===== config.mk =====
export PLATFORM = sky130hd
export DESIGN_NAME = priority_weighted_point_merge_unit_flat
export DESIGN_NICKNAME = d
export VERILOG_FILES = /design/src/hdl/pwpm_pkg.sv /design/src/hdl/pwpm_if.sv /design/src/hdl/pwpm_front.sv /design/src/hdl/pwpm_queue.sv /design/src/hdl/pwpm_back.sv /design/src/hdl/priority_weighted_point_merge_unit.sv /design/src/flat_wrapper.sv
export SDC_FILE = /design/constraint.sdc
export NUM_CORES = 2
export LEC_CHECK = 0
export BUFFER_PORTS_ARGS = -buffer_cell sky130_fd_sc_hd__buf_2
export CORE_MARGIN = 4
export CORE_UTILIZATION = 40
export DETAILED_ROUTE_END_ITERATION = 16
export GPL_TIMING_DRIVEN = 0
export PLACE_DENSITY = 0.58
export SYNTH_ARGS = -nofsm -noshare
export SYNTH_HDL_FRONTEND = slang
export SYNTH_SLANG_ARGS = --single-unit

===== constraint.sdc =====
create_clock -name clk -period 14.9 [get_ports clk]
set_input_delay 1.49 -clock clk [delete_from_list [all_inputs] [get_ports clk]]
set_output_delay 1.49 -clock clk [all_outputs]
set_load 0.03 [all_outputs]

===== src/hdl/pwpm_pkg.sv =====
// shared types and constants of the priority weighted point merge unit
// no dependencies; compiled first
package pwpm_pkg;

  // used bits of the coordinate and area fields
  localparam int COORD_BITS = 24;
  localparam int AREA_BITS  = 24;

  // fixed field widths
  localparam int CW   = 24;
  localparam int AW   = 24;
  localparam int PW   = 16;
  localparam int SUMW = 40;
  localparam int WSW  = 64;
  localparam int PRODW = CW + AW + 1;

  // decoupling queue between front and back
  localparam int QDEPTH = 2;
  localparam int QPTRW  = (QDEPTH > 1) ? $clog2(QDEPTH) : 1;

  // divider steps, one quotient bit each
  localparam int DIV_STEPS = WSW;
  localparam int DCNTW     = $clog2(DIV_STEPS);

  // coordinate clamp limits
  localparam logic [WSW-1:0] COORD_MAX     = WSW'((65'd1 << (COORD_BITS - 1)) - 65'd1);
  localparam logic [WSW:0]   COORD_MIN_MAG = (WSW + 1)'(65'd1 << (COORD_BITS - 1));
  localparam logic [CW-1:0]  COORD_MAX_CODE = COORD_MAX[CW-1:0];
  localparam logic [CW-1:0]  COORD_MIN_CODE = ~COORD_MAX[CW-1:0];

  localparam logic [SUMW-1:0] SUM40_MAX = '1;

  // classified point handed from front to back
  typedef struct packed {
    logic signed [CW-1:0] coord;
    logic [AW-1:0]        area;
    logic [AW-1:0]        weight;
    logic [PW-1:0]        prio;
    logic                 last;
  } point_t;

endpackage


===== src/hdl/pwpm_if.sv =====
// channel interfaces of the point merge unit: point input and group result
// depends on pwpm_pkg
interface pwpm_in_if import pwpm_pkg::*; ();
  logic                 valid;
  logic                 ready;
  logic signed [CW-1:0] coord;
  logic [AW-1:0]        area;
  logic [PW-1:0]        priority_req;
  logic                 last_point;

  modport source (output valid, coord, area, priority_req, last_point, input ready);
  modport sink   (input valid, coord, area, priority_req, last_point, output ready);
endinterface

interface pwpm_out_if import pwpm_pkg::*; ();
  logic                 valid;
  logic                 ready;
  logic signed [CW-1:0] group_coord;
  logic [SUMW-1:0]      group_area;
  logic [PW-1:0]        group_priority;
  logic                 last_group;

  modport source (output valid, group_coord, group_area, group_priority, last_group,
                  input ready);
  modport sink   (input valid, group_coord, group_area, group_priority, last_group,
                  output ready);
endinterface


===== src/hdl/pwpm_front.sv =====
// front end: accepts points, trims fields to their used width, derives the weight
// depends on pwpm_pkg and pwpm_if
module pwpm_front import pwpm_pkg::*; (
  input  logic      clk,
  input  logic      rst_n,
  pwpm_in_if.sink   in_pt,
  output logic      q_wr_valid,
  input  logic      q_wr_ready,
  output point_t    q_wr_data
);

  logic   vld_r, vld_nxt;
  point_t pkt_r, pkt_nxt;
  logic   take;
  logic [AW-1:0] area_c;

  assign in_pt.ready = !vld_r || q_wr_ready;
  assign take        = in_pt.valid && in_pt.ready;

  // field trimming and weight classification
  always_comb begin
    area_c        = AW'(in_pt.area[AREA_BITS-1:0]);
    pkt_nxt.coord = CW'($signed(in_pt.coord[COORD_BITS-1:0]));
    pkt_nxt.area  = area_c;
    pkt_nxt.weight = (area_c == '0) ? AW'(1) : area_c;
    pkt_nxt.prio  = in_pt.priority_req;
    pkt_nxt.last  = in_pt.last_point;
  end

  always_comb begin
    vld_nxt = vld_r;
    if (take) begin
      vld_nxt = 1'b1;
    end else if (q_wr_ready) begin
      vld_nxt = 1'b0;
    end
  end

  always_ff @(posedge clk) begin
    if (!rst_n) begin
      vld_r <= 1'b0;
    end else begin
      vld_r <= vld_nxt;
    end
    if (take) begin
      pkt_r <= pkt_nxt;
    end
  end

  assign q_wr_valid = vld_r;
  assign q_wr_data  = pkt_r;

endmodule


===== src/hdl/pwpm_queue.sv =====
// short point queue decoupling the front end from the merge engine
// depends on pwpm_pkg
module pwpm_queue import pwpm_pkg::*; (
  input  logic   clk,
  input  logic   rst_n,
  input  logic   wr_valid,
  output logic   wr_ready,
  input  point_t wr_data,
  output logic   rd_valid,
  input  logic   rd_ready,
  output point_t rd_data
);

  localparam int CNTW = $clog2(QDEPTH + 1);

  point_t            mem_r [QDEPTH];
  logic [QPTRW-1:0]  wp_r, rp_r;
  logic [CNTW-1:0]   cnt_r;
  logic              push, pop;

  assign wr_ready = (cnt_r != CNTW'(QDEPTH));
  assign rd_valid = (cnt_r != '0);
  assign push     = wr_valid && wr_ready;
  assign pop      = rd_valid && rd_ready;
  assign rd_data  = mem_r[rp_r];

  // pointers wrap at the queue depth
  always_ff @(posedge clk) begin
    if (!rst_n) begin
      wp_r  <= '0;
      rp_r  <= '0;
      cnt_r <= '0;
    end else begin
      if (push) begin
        wp_r <= (wp_r == QPTRW'(QDEPTH - 1)) ? '0 : wp_r + QPTRW'(1);
      end
      if (pop) begin
        rp_r <= (rp_r == QPTRW'(QDEPTH - 1)) ? '0 : rp_r + QPTRW'(1);
      end
      if (push && !pop) begin
        cnt_r <= cnt_r + CNTW'(1);
      end else if (pop && !push) begin
        cnt_r <= cnt_r - CNTW'(1);
      end
    end
    if (push) begin
      mem_r[wp_r] <= wr_data;
    end
  end

endmodule


===== src/hdl/pwpm_back.sv =====
// merge engine: distance test, group sums, bit-serial center division, result register
// depends on pwpm_pkg and pwpm_if
module pwpm_back import pwpm_pkg::*; (
  input  logic            clk,
  input  logic            rst_n,
  input  logic            cfg_wr_en,
  input  logic [CW-1:0]   cfg_wr_data,
  input  logic            q_rd_valid,
  output logic            q_rd_ready,
  input  point_t          q_rd_data,
  pwpm_out_if.source      out_grp
);

  typedef enum logic [2:0] {
    S_IDLE, S_MUL, S_UPD, S_DSET, S_DIV, S_FIN, S_LAST
  } state_t;

  state_t                  state_r, state_nxt;
  logic [CW-1:0]           tol_r;
  point_t                  cur_r, cur_nxt;
  logic signed [PRODW-1:0] prod_r, prod_nxt;
  logic                    merge_r, merge_nxt;
  logic                    open_r, open_nxt;
  logic [SUMW-1:0]         tarea_r, tarea_nxt;
  logic [PW-1:0]           tprio_r, tprio_nxt;
  logic signed [WSW-1:0]   wsum_r, wsum_nxt;
  logic [SUMW-1:0]         warea_r, warea_nxt;
  logic signed [CW-1:0]    center_r, center_nxt;
  logic [WSW-1:0]          dq_r, dq_nxt;
  logic [SUMW-1:0]         rem_r, rem_nxt;
  logic [DCNTW-1:0]        cnt_r, cnt_nxt;
  logic                    neg_r, neg_nxt;
  logic                    ovld_r, ovld_nxt;
  logic signed [CW-1:0]    ocoord_r, ocoord_nxt;
  logic [SUMW-1:0]         oarea_r, oarea_nxt;
  logic [PW-1:0]           oprio_r, oprio_nxt;
  logic                    olast_r, olast_nxt;

  logic [CW:0]      diff, dist_mag;
  logic [WSW-1:0]   prod_ext;
  logic [WSW:0]     wadd;
  logic [SUMW:0]    tadd, aadd;
  logic [SUMW:0]    trial;
  logic [WSW:0]     qmag;
  logic [WSW:0]     qneg;
  logic             out_free;

  assign out_free   = !ovld_r || out_grp.ready;
  assign q_rd_ready = (state_r == S_IDLE);

  // datapath helpers
  always_comb begin
    diff     = {cur_r.coord[CW-1], cur_r.coord} - {center_r[CW-1], center_r};
    dist_mag = diff[CW] ? (~diff + (CW + 1)'(1)) : diff;
    prod_ext = WSW'(prod_r);
    wadd     = {wsum_r[WSW-1], wsum_r} + {prod_ext[WSW-1], prod_ext};
    tadd     = {1'b0, tarea_r} + (SUMW + 1)'(cur_r.area);
    aadd     = {1'b0, warea_r} + (SUMW + 1)'(cur_r.weight);
    trial    = {rem_r, dq_r[WSW-1]};
    qmag     = {1'b0, dq_r} + (WSW + 1)'(rem_r != '0);
    qneg     = ~qmag + (WSW + 1)'(1);
  end

  always_comb begin
    state_nxt  = state_r;
    cur_nxt    = cur_r;
    prod_nxt   = prod_r;
    merge_nxt  = merge_r;
    open_nxt   = open_r;
    tarea_nxt  = tarea_r;
    tprio_nxt  = tprio_r;
    wsum_nxt   = wsum_r;
    warea_nxt  = warea_r;
    center_nxt = center_r;
    dq_nxt     = dq_r;
    rem_nxt    = rem_r;
    cnt_nxt    = cnt_r;
    neg_nxt    = neg_r;
    ovld_nxt   = ovld_r && !out_grp.ready;
    ocoord_nxt = ocoord_r;
    oarea_nxt  = oarea_r;
    oprio_nxt  = oprio_r;
    olast_nxt  = olast_r;

    case (state_r)
      // fetch the next point from the queue
      S_IDLE: begin
        if (q_rd_valid) begin
          cur_nxt   = q_rd_data;
          state_nxt = S_MUL;
        end
      end
      // coordinate times weight, distance test against the group center
      S_MUL: begin
        prod_nxt  = cur_r.coord * $signed({1'b0, cur_r.weight});
        merge_nxt = open_r && (dist_mag <= {1'b0, tol_r});
        state_nxt = S_UPD;
      end
      // update group sums, or close the group and start a new one
      S_UPD: begin
        if (merge_r) begin
          tarea_nxt = tadd[SUMW] ? SUM40_MAX : tadd[SUMW-1:0];
          if (cur_r.prio > tprio_r) begin
            tprio_nxt = cur_r.prio;
            wsum_nxt  = prod_ext;
            warea_nxt = SUMW'(cur_r.weight);
          end else if (cur_r.prio == tprio_r) begin
            if (wadd[WSW] != wadd[WSW-1]) begin
              wsum_nxt = wadd[WSW] ? {1'b1, {(WSW-1){1'b0}}} : {1'b0, {(WSW-1){1'b1}}};
            end else begin
              wsum_nxt = wadd[WSW-1:0];
            end
            warea_nxt = aadd[SUMW] ? SUM40_MAX : aadd[SUMW-1:0];
          end
          state_nxt = S_DSET;
        end else if (!open_r || out_free) begin
          if (open_r) begin
            ovld_nxt   = 1'b1;
            ocoord_nxt = center_r;
            oarea_nxt  = tarea_r;
            oprio_nxt  = tprio_r;
            olast_nxt  = 1'b0;
          end
          open_nxt  = 1'b1;
          tarea_nxt = SUMW'(cur_r.area);
          tprio_nxt = cur_r.prio;
          wsum_nxt  = prod_ext;
          warea_nxt = SUMW'(cur_r.weight);
          state_nxt = S_DSET;
        end
      end
      // load the divider with the magnitude of the weighted sum
      S_DSET: begin
        neg_nxt   = wsum_r[WSW-1];
        dq_nxt    = wsum_r[WSW-1] ? (~wsum_r + WSW'(1)) : wsum_r;
        rem_nxt   = '0;
        cnt_nxt   = DCNTW'(DIV_STEPS - 1);
        state_nxt = S_DIV;
      end
      // restoring division, one quotient bit per cycle
      S_DIV: begin
        if (trial >= {1'b0, warea_r}) begin
          rem_nxt = SUMW'(trial - {1'b0, warea_r});
          dq_nxt  = {dq_r[WSW-2:0], 1'b1};
        end else begin
          rem_nxt = trial[SUMW-1:0];
          dq_nxt  = {dq_r[WSW-2:0], 1'b0};
        end
        cnt_nxt = cnt_r - DCNTW'(1);
        if (cnt_r == '0) begin
          state_nxt = S_FIN;
        end
      end
      // floor toward minus infinity, clamp to the coordinate range
      S_FIN: begin
        if (neg_r) begin
          center_nxt = (qmag > COORD_MIN_MAG) ? COORD_MIN_CODE : qneg[CW-1:0];
        end else begin
          center_nxt = (dq_r > COORD_MAX) ? COORD_MAX_CODE : dq_r[CW-1:0];
        end
        state_nxt = cur_r.last ? S_LAST : S_IDLE;
      end
      // flush the open group on the last point
      S_LAST: begin
        if (out_free) begin
          ovld_nxt   = 1'b1;
          ocoord_nxt = center_r;
          oarea_nxt  = tarea_r;
          oprio_nxt  = tprio_r;
          olast_nxt  = 1'b1;
          open_nxt   = 1'b0;
          state_nxt  = S_IDLE;
        end
      end
      default: begin
        state_nxt = S_IDLE;
      end
    endcase
  end

  always_ff @(posedge clk) begin
    if (!rst_n) begin
      state_r  <= S_IDLE;
      tol_r    <= '0;
      open_r   <= 1'b0;
      merge_r  <= 1'b0;
      tarea_r  <= '0;
      tprio_r  <= '0;
      wsum_r   <= '0;
      warea_r  <= '0;
      center_r <= '0;
      cnt_r    <= '0;
      ovld_r   <= 1'b0;
    end else begin
      state_r  <= state_nxt;
      if (cfg_wr_en) begin
        tol_r <= cfg_wr_data;
      end
      open_r   <= open_nxt;
      merge_r  <= merge_nxt;
      tarea_r  <= tarea_nxt;
      tprio_r  <= tprio_nxt;
      wsum_r   <= wsum_nxt;
      warea_r  <= warea_nxt;
      center_r <= center_nxt;
      cnt_r    <= cnt_nxt;
      ovld_r   <= ovld_nxt;
    end
    cur_r    <= cur_nxt;
    prod_r   <= prod_nxt;
    dq_r     <= dq_nxt;
    rem_r    <= rem_nxt;
    neg_r    <= neg_nxt;
    ocoord_r <= ocoord_nxt;
    oarea_r  <= oarea_nxt;
    oprio_r  <= oprio_nxt;
    olast_r  <= olast_nxt;
  end

  assign out_grp.valid          = ovld_r;
  assign out_grp.group_coord    = ocoord_r;
  assign out_grp.group_area     = oarea_r;
  assign out_grp.group_priority = oprio_r;
  assign out_grp.last_group     = olast_r;

`ifndef SYNTHESIS
  // an open group always has a nonzero divisor
  a_divisor_nonzero: assert property (@(posedge clk) disable iff (!rst_n)
    open_r |-> (warea_r != '0))
    else $error("open group with zero weight sum");

  // the divider runs until its count is spent
  a_div_runs: assert property (@(posedge clk) disable iff (!rst_n)
    (state_r == S_DIV && cnt_r != '0) |=> (state_r == S_DIV))
    else $error("divider left early");

  // a pending result is never dropped by the engine
  a_result_kept: assert property (@(posedge clk) disable iff (!rst_n)
    (ovld_r && !out_grp.ready) |=> (ovld_r && $stable(olast_r)))
    else $error("pending result overwritten");
`endif

endmodule


===== src/hdl/priority_weighted_point_merge_unit.sv =====
// top level of the priority weighted point merge unit
// depends on pwpm_pkg, pwpm_if, pwpm_front, pwpm_queue, pwpm_back
//
// Points sorted by coordinate enter on in_pt; a point within cfg tolerance of the
// running group center joins the group, any other point closes it and the closed
// group leaves on out_grp, the last point flushes the open group. Each point passes
// through the merge engine's steps in order (fetch, multiply, update, divider load, 64
// divide steps, finish), plus a flush step when it is the last point; the group center
// comes from the bit-serial 64 by 40 bit division, one quotient bit per cycle.
// A two-entry queue and a front register take new points while the engine works,
// and a result register holds a finished group until it is taken.
module priority_weighted_point_merge_unit import pwpm_pkg::*; (
  input  logic          clk,
  input  logic          rst_n,
  input  logic          cfg_wr_en,
  input  logic [CW-1:0] cfg_wr_data,
  pwpm_in_if.sink       in_pt,
  pwpm_out_if.source    out_grp
);

  logic   qw_valid, qw_ready, qr_valid, qr_ready;
  point_t qw_data, qr_data;

  pwpm_front u_front (
    .clk        (clk),
    .rst_n      (rst_n),
    .in_pt      (in_pt),
    .q_wr_valid (qw_valid),
    .q_wr_ready (qw_ready),
    .q_wr_data  (qw_data)
  );

  pwpm_queue u_queue (
    .clk      (clk),
    .rst_n    (rst_n),
    .wr_valid (qw_valid),
    .wr_ready (qw_ready),
    .wr_data  (qw_data),
    .rd_valid (qr_valid),
    .rd_ready (qr_ready),
    .rd_data  (qr_data)
  );

  pwpm_back u_back (
    .clk         (clk),
    .rst_n       (rst_n),
    .cfg_wr_en   (cfg_wr_en),
    .cfg_wr_data (cfg_wr_data),
    .q_rd_valid  (qr_valid),
    .q_rd_ready  (qr_ready),
    .q_rd_data   (qr_data),
    .out_grp     (out_grp)
  );

endmodule

===== src/flat_wrapper.sv =====
// flat-port wrapper written by rule: the top's interface ports become plain ports
module priority_weighted_point_merge_unit_flat import pwpm_pkg::*;
  (clk, rst_n, cfg_wr_en, cfg_wr_data, in_pt_valid, in_pt_coord, in_pt_area, in_pt_priority_req, in_pt_last_point, in_pt_ready, out_grp_valid, out_grp_group_coord, out_grp_group_area, out_grp_group_priority, out_grp_last_group, out_grp_ready);
  pwpm_in_if in_pt_i ();
  pwpm_out_if out_grp_i ();
  input  logic clk;
  input  logic rst_n;
  input  logic cfg_wr_en;
  input  logic [CW-1:0] cfg_wr_data;
  input wire logic [$bits(in_pt_i.valid)-1:0] in_pt_valid;
  input wire logic [$bits(in_pt_i.coord)-1:0] in_pt_coord;
  input wire logic [$bits(in_pt_i.area)-1:0] in_pt_area;
  input wire logic [$bits(in_pt_i.priority_req)-1:0] in_pt_priority_req;
  input wire logic [$bits(in_pt_i.last_point)-1:0] in_pt_last_point;
  output wire logic [$bits(in_pt_i.ready)-1:0] in_pt_ready;
  output wire logic [$bits(out_grp_i.valid)-1:0] out_grp_valid;
  output wire logic [$bits(out_grp_i.group_coord)-1:0] out_grp_group_coord;
  output wire logic [$bits(out_grp_i.group_area)-1:0] out_grp_group_area;
  output wire logic [$bits(out_grp_i.group_priority)-1:0] out_grp_group_priority;
  output wire logic [$bits(out_grp_i.last_group)-1:0] out_grp_last_group;
  input wire logic [$bits(out_grp_i.ready)-1:0] out_grp_ready;
  assign in_pt_i.valid = in_pt_valid;
  assign in_pt_i.coord = in_pt_coord;
  assign in_pt_i.area = in_pt_area;
  assign in_pt_i.priority_req = in_pt_priority_req;
  assign in_pt_i.last_point = in_pt_last_point;
  assign in_pt_ready = in_pt_i.ready;
  assign out_grp_valid = out_grp_i.valid;
  assign out_grp_group_coord = out_grp_i.group_coord;
  assign out_grp_group_area = out_grp_i.group_area;
  assign out_grp_group_priority = out_grp_i.group_priority;
  assign out_grp_last_group = out_grp_i.last_group;
  assign out_grp_i.ready = out_grp_ready;
  priority_weighted_point_merge_unit u_core (.clk(clk), .rst_n(rst_n), .cfg_wr_en(cfg_wr_en), .cfg_wr_data(cfg_wr_data), .in_pt(in_pt_i), .out_grp(out_grp_i));
endmodule

==> metrics.cfg <==
[outcome]
status = finished, final reports clean

[sta]
slew_headroom_pct = 1.34
setup_viol = 0
worst_slew_pin_slew_ns = 1.48
slew_violations = 0
setup_tns_ns = 0
fin_skew_ns = 0.0840
rsz0062_at_grt = no
finalCriticalPeriod_ns = 9.53
fmax_mhz = 105
post-route-period-util_pct = 64.0
hold_violations = 0

[worst_setup_path]
rr_startpoint = u_core.u_back.cur_r[30]
path_buf_inv = 5
worst_setup_path_start_kind = register
crit_type = reg2reg
crit_required_ns = 15.33
crit_top_cell = fa_1
crit_path_end_kind = register
r2r-end = u_core.u_back.prod_r[45]
critPathMaxStageDelay_ns = 0.91
rrSetupSlack_ns = 5.37
crit_fanout = 10
r2r_cells = 25
slowest_stage = clkbuf_1
crit_family = adder cells
critPathArrivalTime_ns = 9.96

[placement]
dp_hpwl_mm = 162
port_buffers = 174
dpl-instance-area_um2 = 67400
gp_congestion = 0.965

[die]
start_util_pct = 40.2
die-area_um2 = 166000
core_area_um2 = 158000
die_x_um = 407
io_pins = 177
fp-row-count = 146
fp.dieH_um = 407

[global_route]
grt_usage_pct = 24.8
gr-total-overflow = 0
grt_pass1_vias = 49592
antenna_found_initial = 12
grt_pass1_wl_mm = 311
grt_max_degree = 65

[cells_and_area]
nNetsFinal = 7838
area_growth_pct = 11.0
drive_gt1_share_pct = 6.98
fill_cells = 15233
design_area_um2 = 70600

[yosys]
yosys_register_bits = 816
synth_top_area_share_pct = 27.9
synthTopCellsByCount = inv_1 (739), nand2_1 (706), edfxtp_1 (591)
yosys_warnings = 0
syn_inst = 6551
synth_edf_count = 591
syn_nets = 7558
synth.most_common_cell = inv_1
synth_area_leaders = edfxtp_1 (28%), fa_1 (15%), ha_1 (8.4%)
avgSynthCellArea_um2 = 9.72
synth_cell_types = 91
seq_area_frac_synth_pct = 35.0
synthArstFlopShare_pct = 0
syn_area_um2 = 63700
yosysTopAreaCell = edfxtp_1
synth-main-ff-cell = edfxtp_1

[clocking]
cts_tree = done
cts.path.max_buffers = 3
cts_setup_buffers = 0
clkLatencyLatePin_ns = 0.74
hold_buffers = 0
cts_max_level = 3
numCtsBuffers = 93
cts_resized = 0
clk_pin_slew_ns = 0.06
clock_sinks = 816
ctsRootBufferMaster = clkbuf_16

[min_path]
hold_end = u_core.u_back.out_grp.group_priority[15]
hp-start = u_core.u_back.tprio_r[15]
whs_path_depth = 0
min_path_type = reg2reg

[drt]
via_per_inst = 5.57
wl_per_cell_um = 23.0
vias = 50091
drtPass1Iterations = 5
ant_nets = 0
drc = 0
drt-initial-drc-count = 4280
drt-total-wl_mm = 207

[flow_run]
max_cap_viol_count = 0

worst register-to-register path, delay by kind of cell (launching register included):
| family | cells | cell delay [ns] |
|---|---|---|
| buf+inv | 5 | 1.11 |
| compound gates | 7 | 2.16 |
| fa+ha+maj | 8 | 3.94 |
| simple gates | 4 | 1.19 |
| flops | 1 | 0.71 |
| xor+xnor | 1 | 0.10 |
layout by cell type, fill, tap and decap left out, types with 16 or more instances in the layout:
master       n
and4_1      18
a21boi_0    17
o22ai_1     17
xor2_1     157
dfxtp_1    225
clkbuf_16   93
buf_2      184
a21oi_1    443
fa_1       487
nor2_1     313
mux2_2      95
o221ai_1    35
nand2_1    706
ha_1       426
nand3_1    109
a31oi_1     40
nor2b_1     47
clkinv_1    17
or4_1       19
a221oi_1    33
or3_1       31
nor3_1      96
a21o_1     125
edfxtp_1   591
o41ai_1     16
nand4_1     74
mux2i_1     33
o31ai_1     33
o21a_1      34
o211ai_1    35
o21bai_1    44
nand2b_1    49
and2_1     308
o21ai_0    341
and3_1      37
a211oi_1    41
clkbuf_1   319
nor4_1      45
inv_1      736
xnor2_1    161
worst max-delay path by stage:
stage	cells after the start	slack (ns)	startpoint	end
global route	26	5.08	u_core.u_back.cur_r[81]	u_core.u_back.prod_r[45]
global placement	25	5.60	u_core.u_back.cur_r[31]	u_core.u_back.prod_r[45]
CTS	25	5.58	u_core.u_back.cur_r[66]	u_core.u_back.prod_r[45]
finish	25	5.37	u_core.u_back.cur_r[30]	u_core.u_back.prod_r[45]
detailed placement	24	5.64	u_core.u_back.cur_r[82]	u_core.u_back.prod_r[45]
floorplan	24	7.33	u_core.u_back.cur_r[88]	u_core.u_back.prod_r[45]
cells by family (layout without fill, tap and decap cells):
kind of cell,count (synthesis),count (layout),share of synthesized area [%]
xor+xnor,318,318,4.37
mux,128,128,2.20
buf+inv,1067,1426,6.32
other cells,0,4,0
fa+ha+maj,913,913,23.7
compound gates,1398,1398,13.8
simple gates,1911,1911,14.7
flops,816,816,35.0
routing by layer:
metal  up-vias  routed length [um]  share of wire (%)  GRT usage, %
met5         -                  13             0.0063             0
met4         2                6730                3.3          7.56
met3       318               15500                7.5          4.60
met2      1846               91900                 44          38.8
met1     24729               92500                 45          35.0
li1      23196                   -                  -             -
sequential cells by signal, indices dropped and copies added, names as in the netlist, 16 cells and up:
signal / count
u_core.u_front.q_wr_data: 89
u_core.u_back.warea_r: 40
u_core.u_back.center_r: 24
u_core.u_back.tprio_r: 16
u_core.u_back.dq_r: 64
u_core.u_back.cur_r: 89
u_core.u_back.tarea_r: 40
u_core.u_queue.mem_r: 178
u_core.u_back.wsum_r: 64
u_core.u_back.prod_r: 49
u_core.u_back.tol_r: 24
u_core.u_back.out_grp.group_coord: 24
u_core.u_back.rem_r: 40
u_core.u_back.out_grp.group_area: 40
u_core.u_back.out_grp.group_priority: 16
per-stage QoR:
step                setup slack [ns]  hold WS (ns)  std cells  utilization, %
floorplan                       7.33         0.406       6551               -
global placement                5.60         0.424       8797            42.4
detailed placement              5.64         0.429       8808            42.6
CTS                             5.58         0.430       8982            44.6
global route                    5.08         0.449       8982            44.6
finish                          5.37         0.432       8986            44.7
cell type report:
cell class              count  area (um^2)  area share (%)
repair buffers            185         1120            1.59
multi-input cells        4668        37400            53.0
flip-flops and latches    816        22300            31.5
clock buffers             115         2470            3.50
inverters                 741         2790            3.94
diodes                      4         10.0          0.0142
well taps                2072         2590            3.67
plain buffers             326         1240            1.76
clock inverters            59          743            1.05
Power is not shown: default switching activity piles up to over one toggle a cycle in this logic, so the estimate is an artifact.
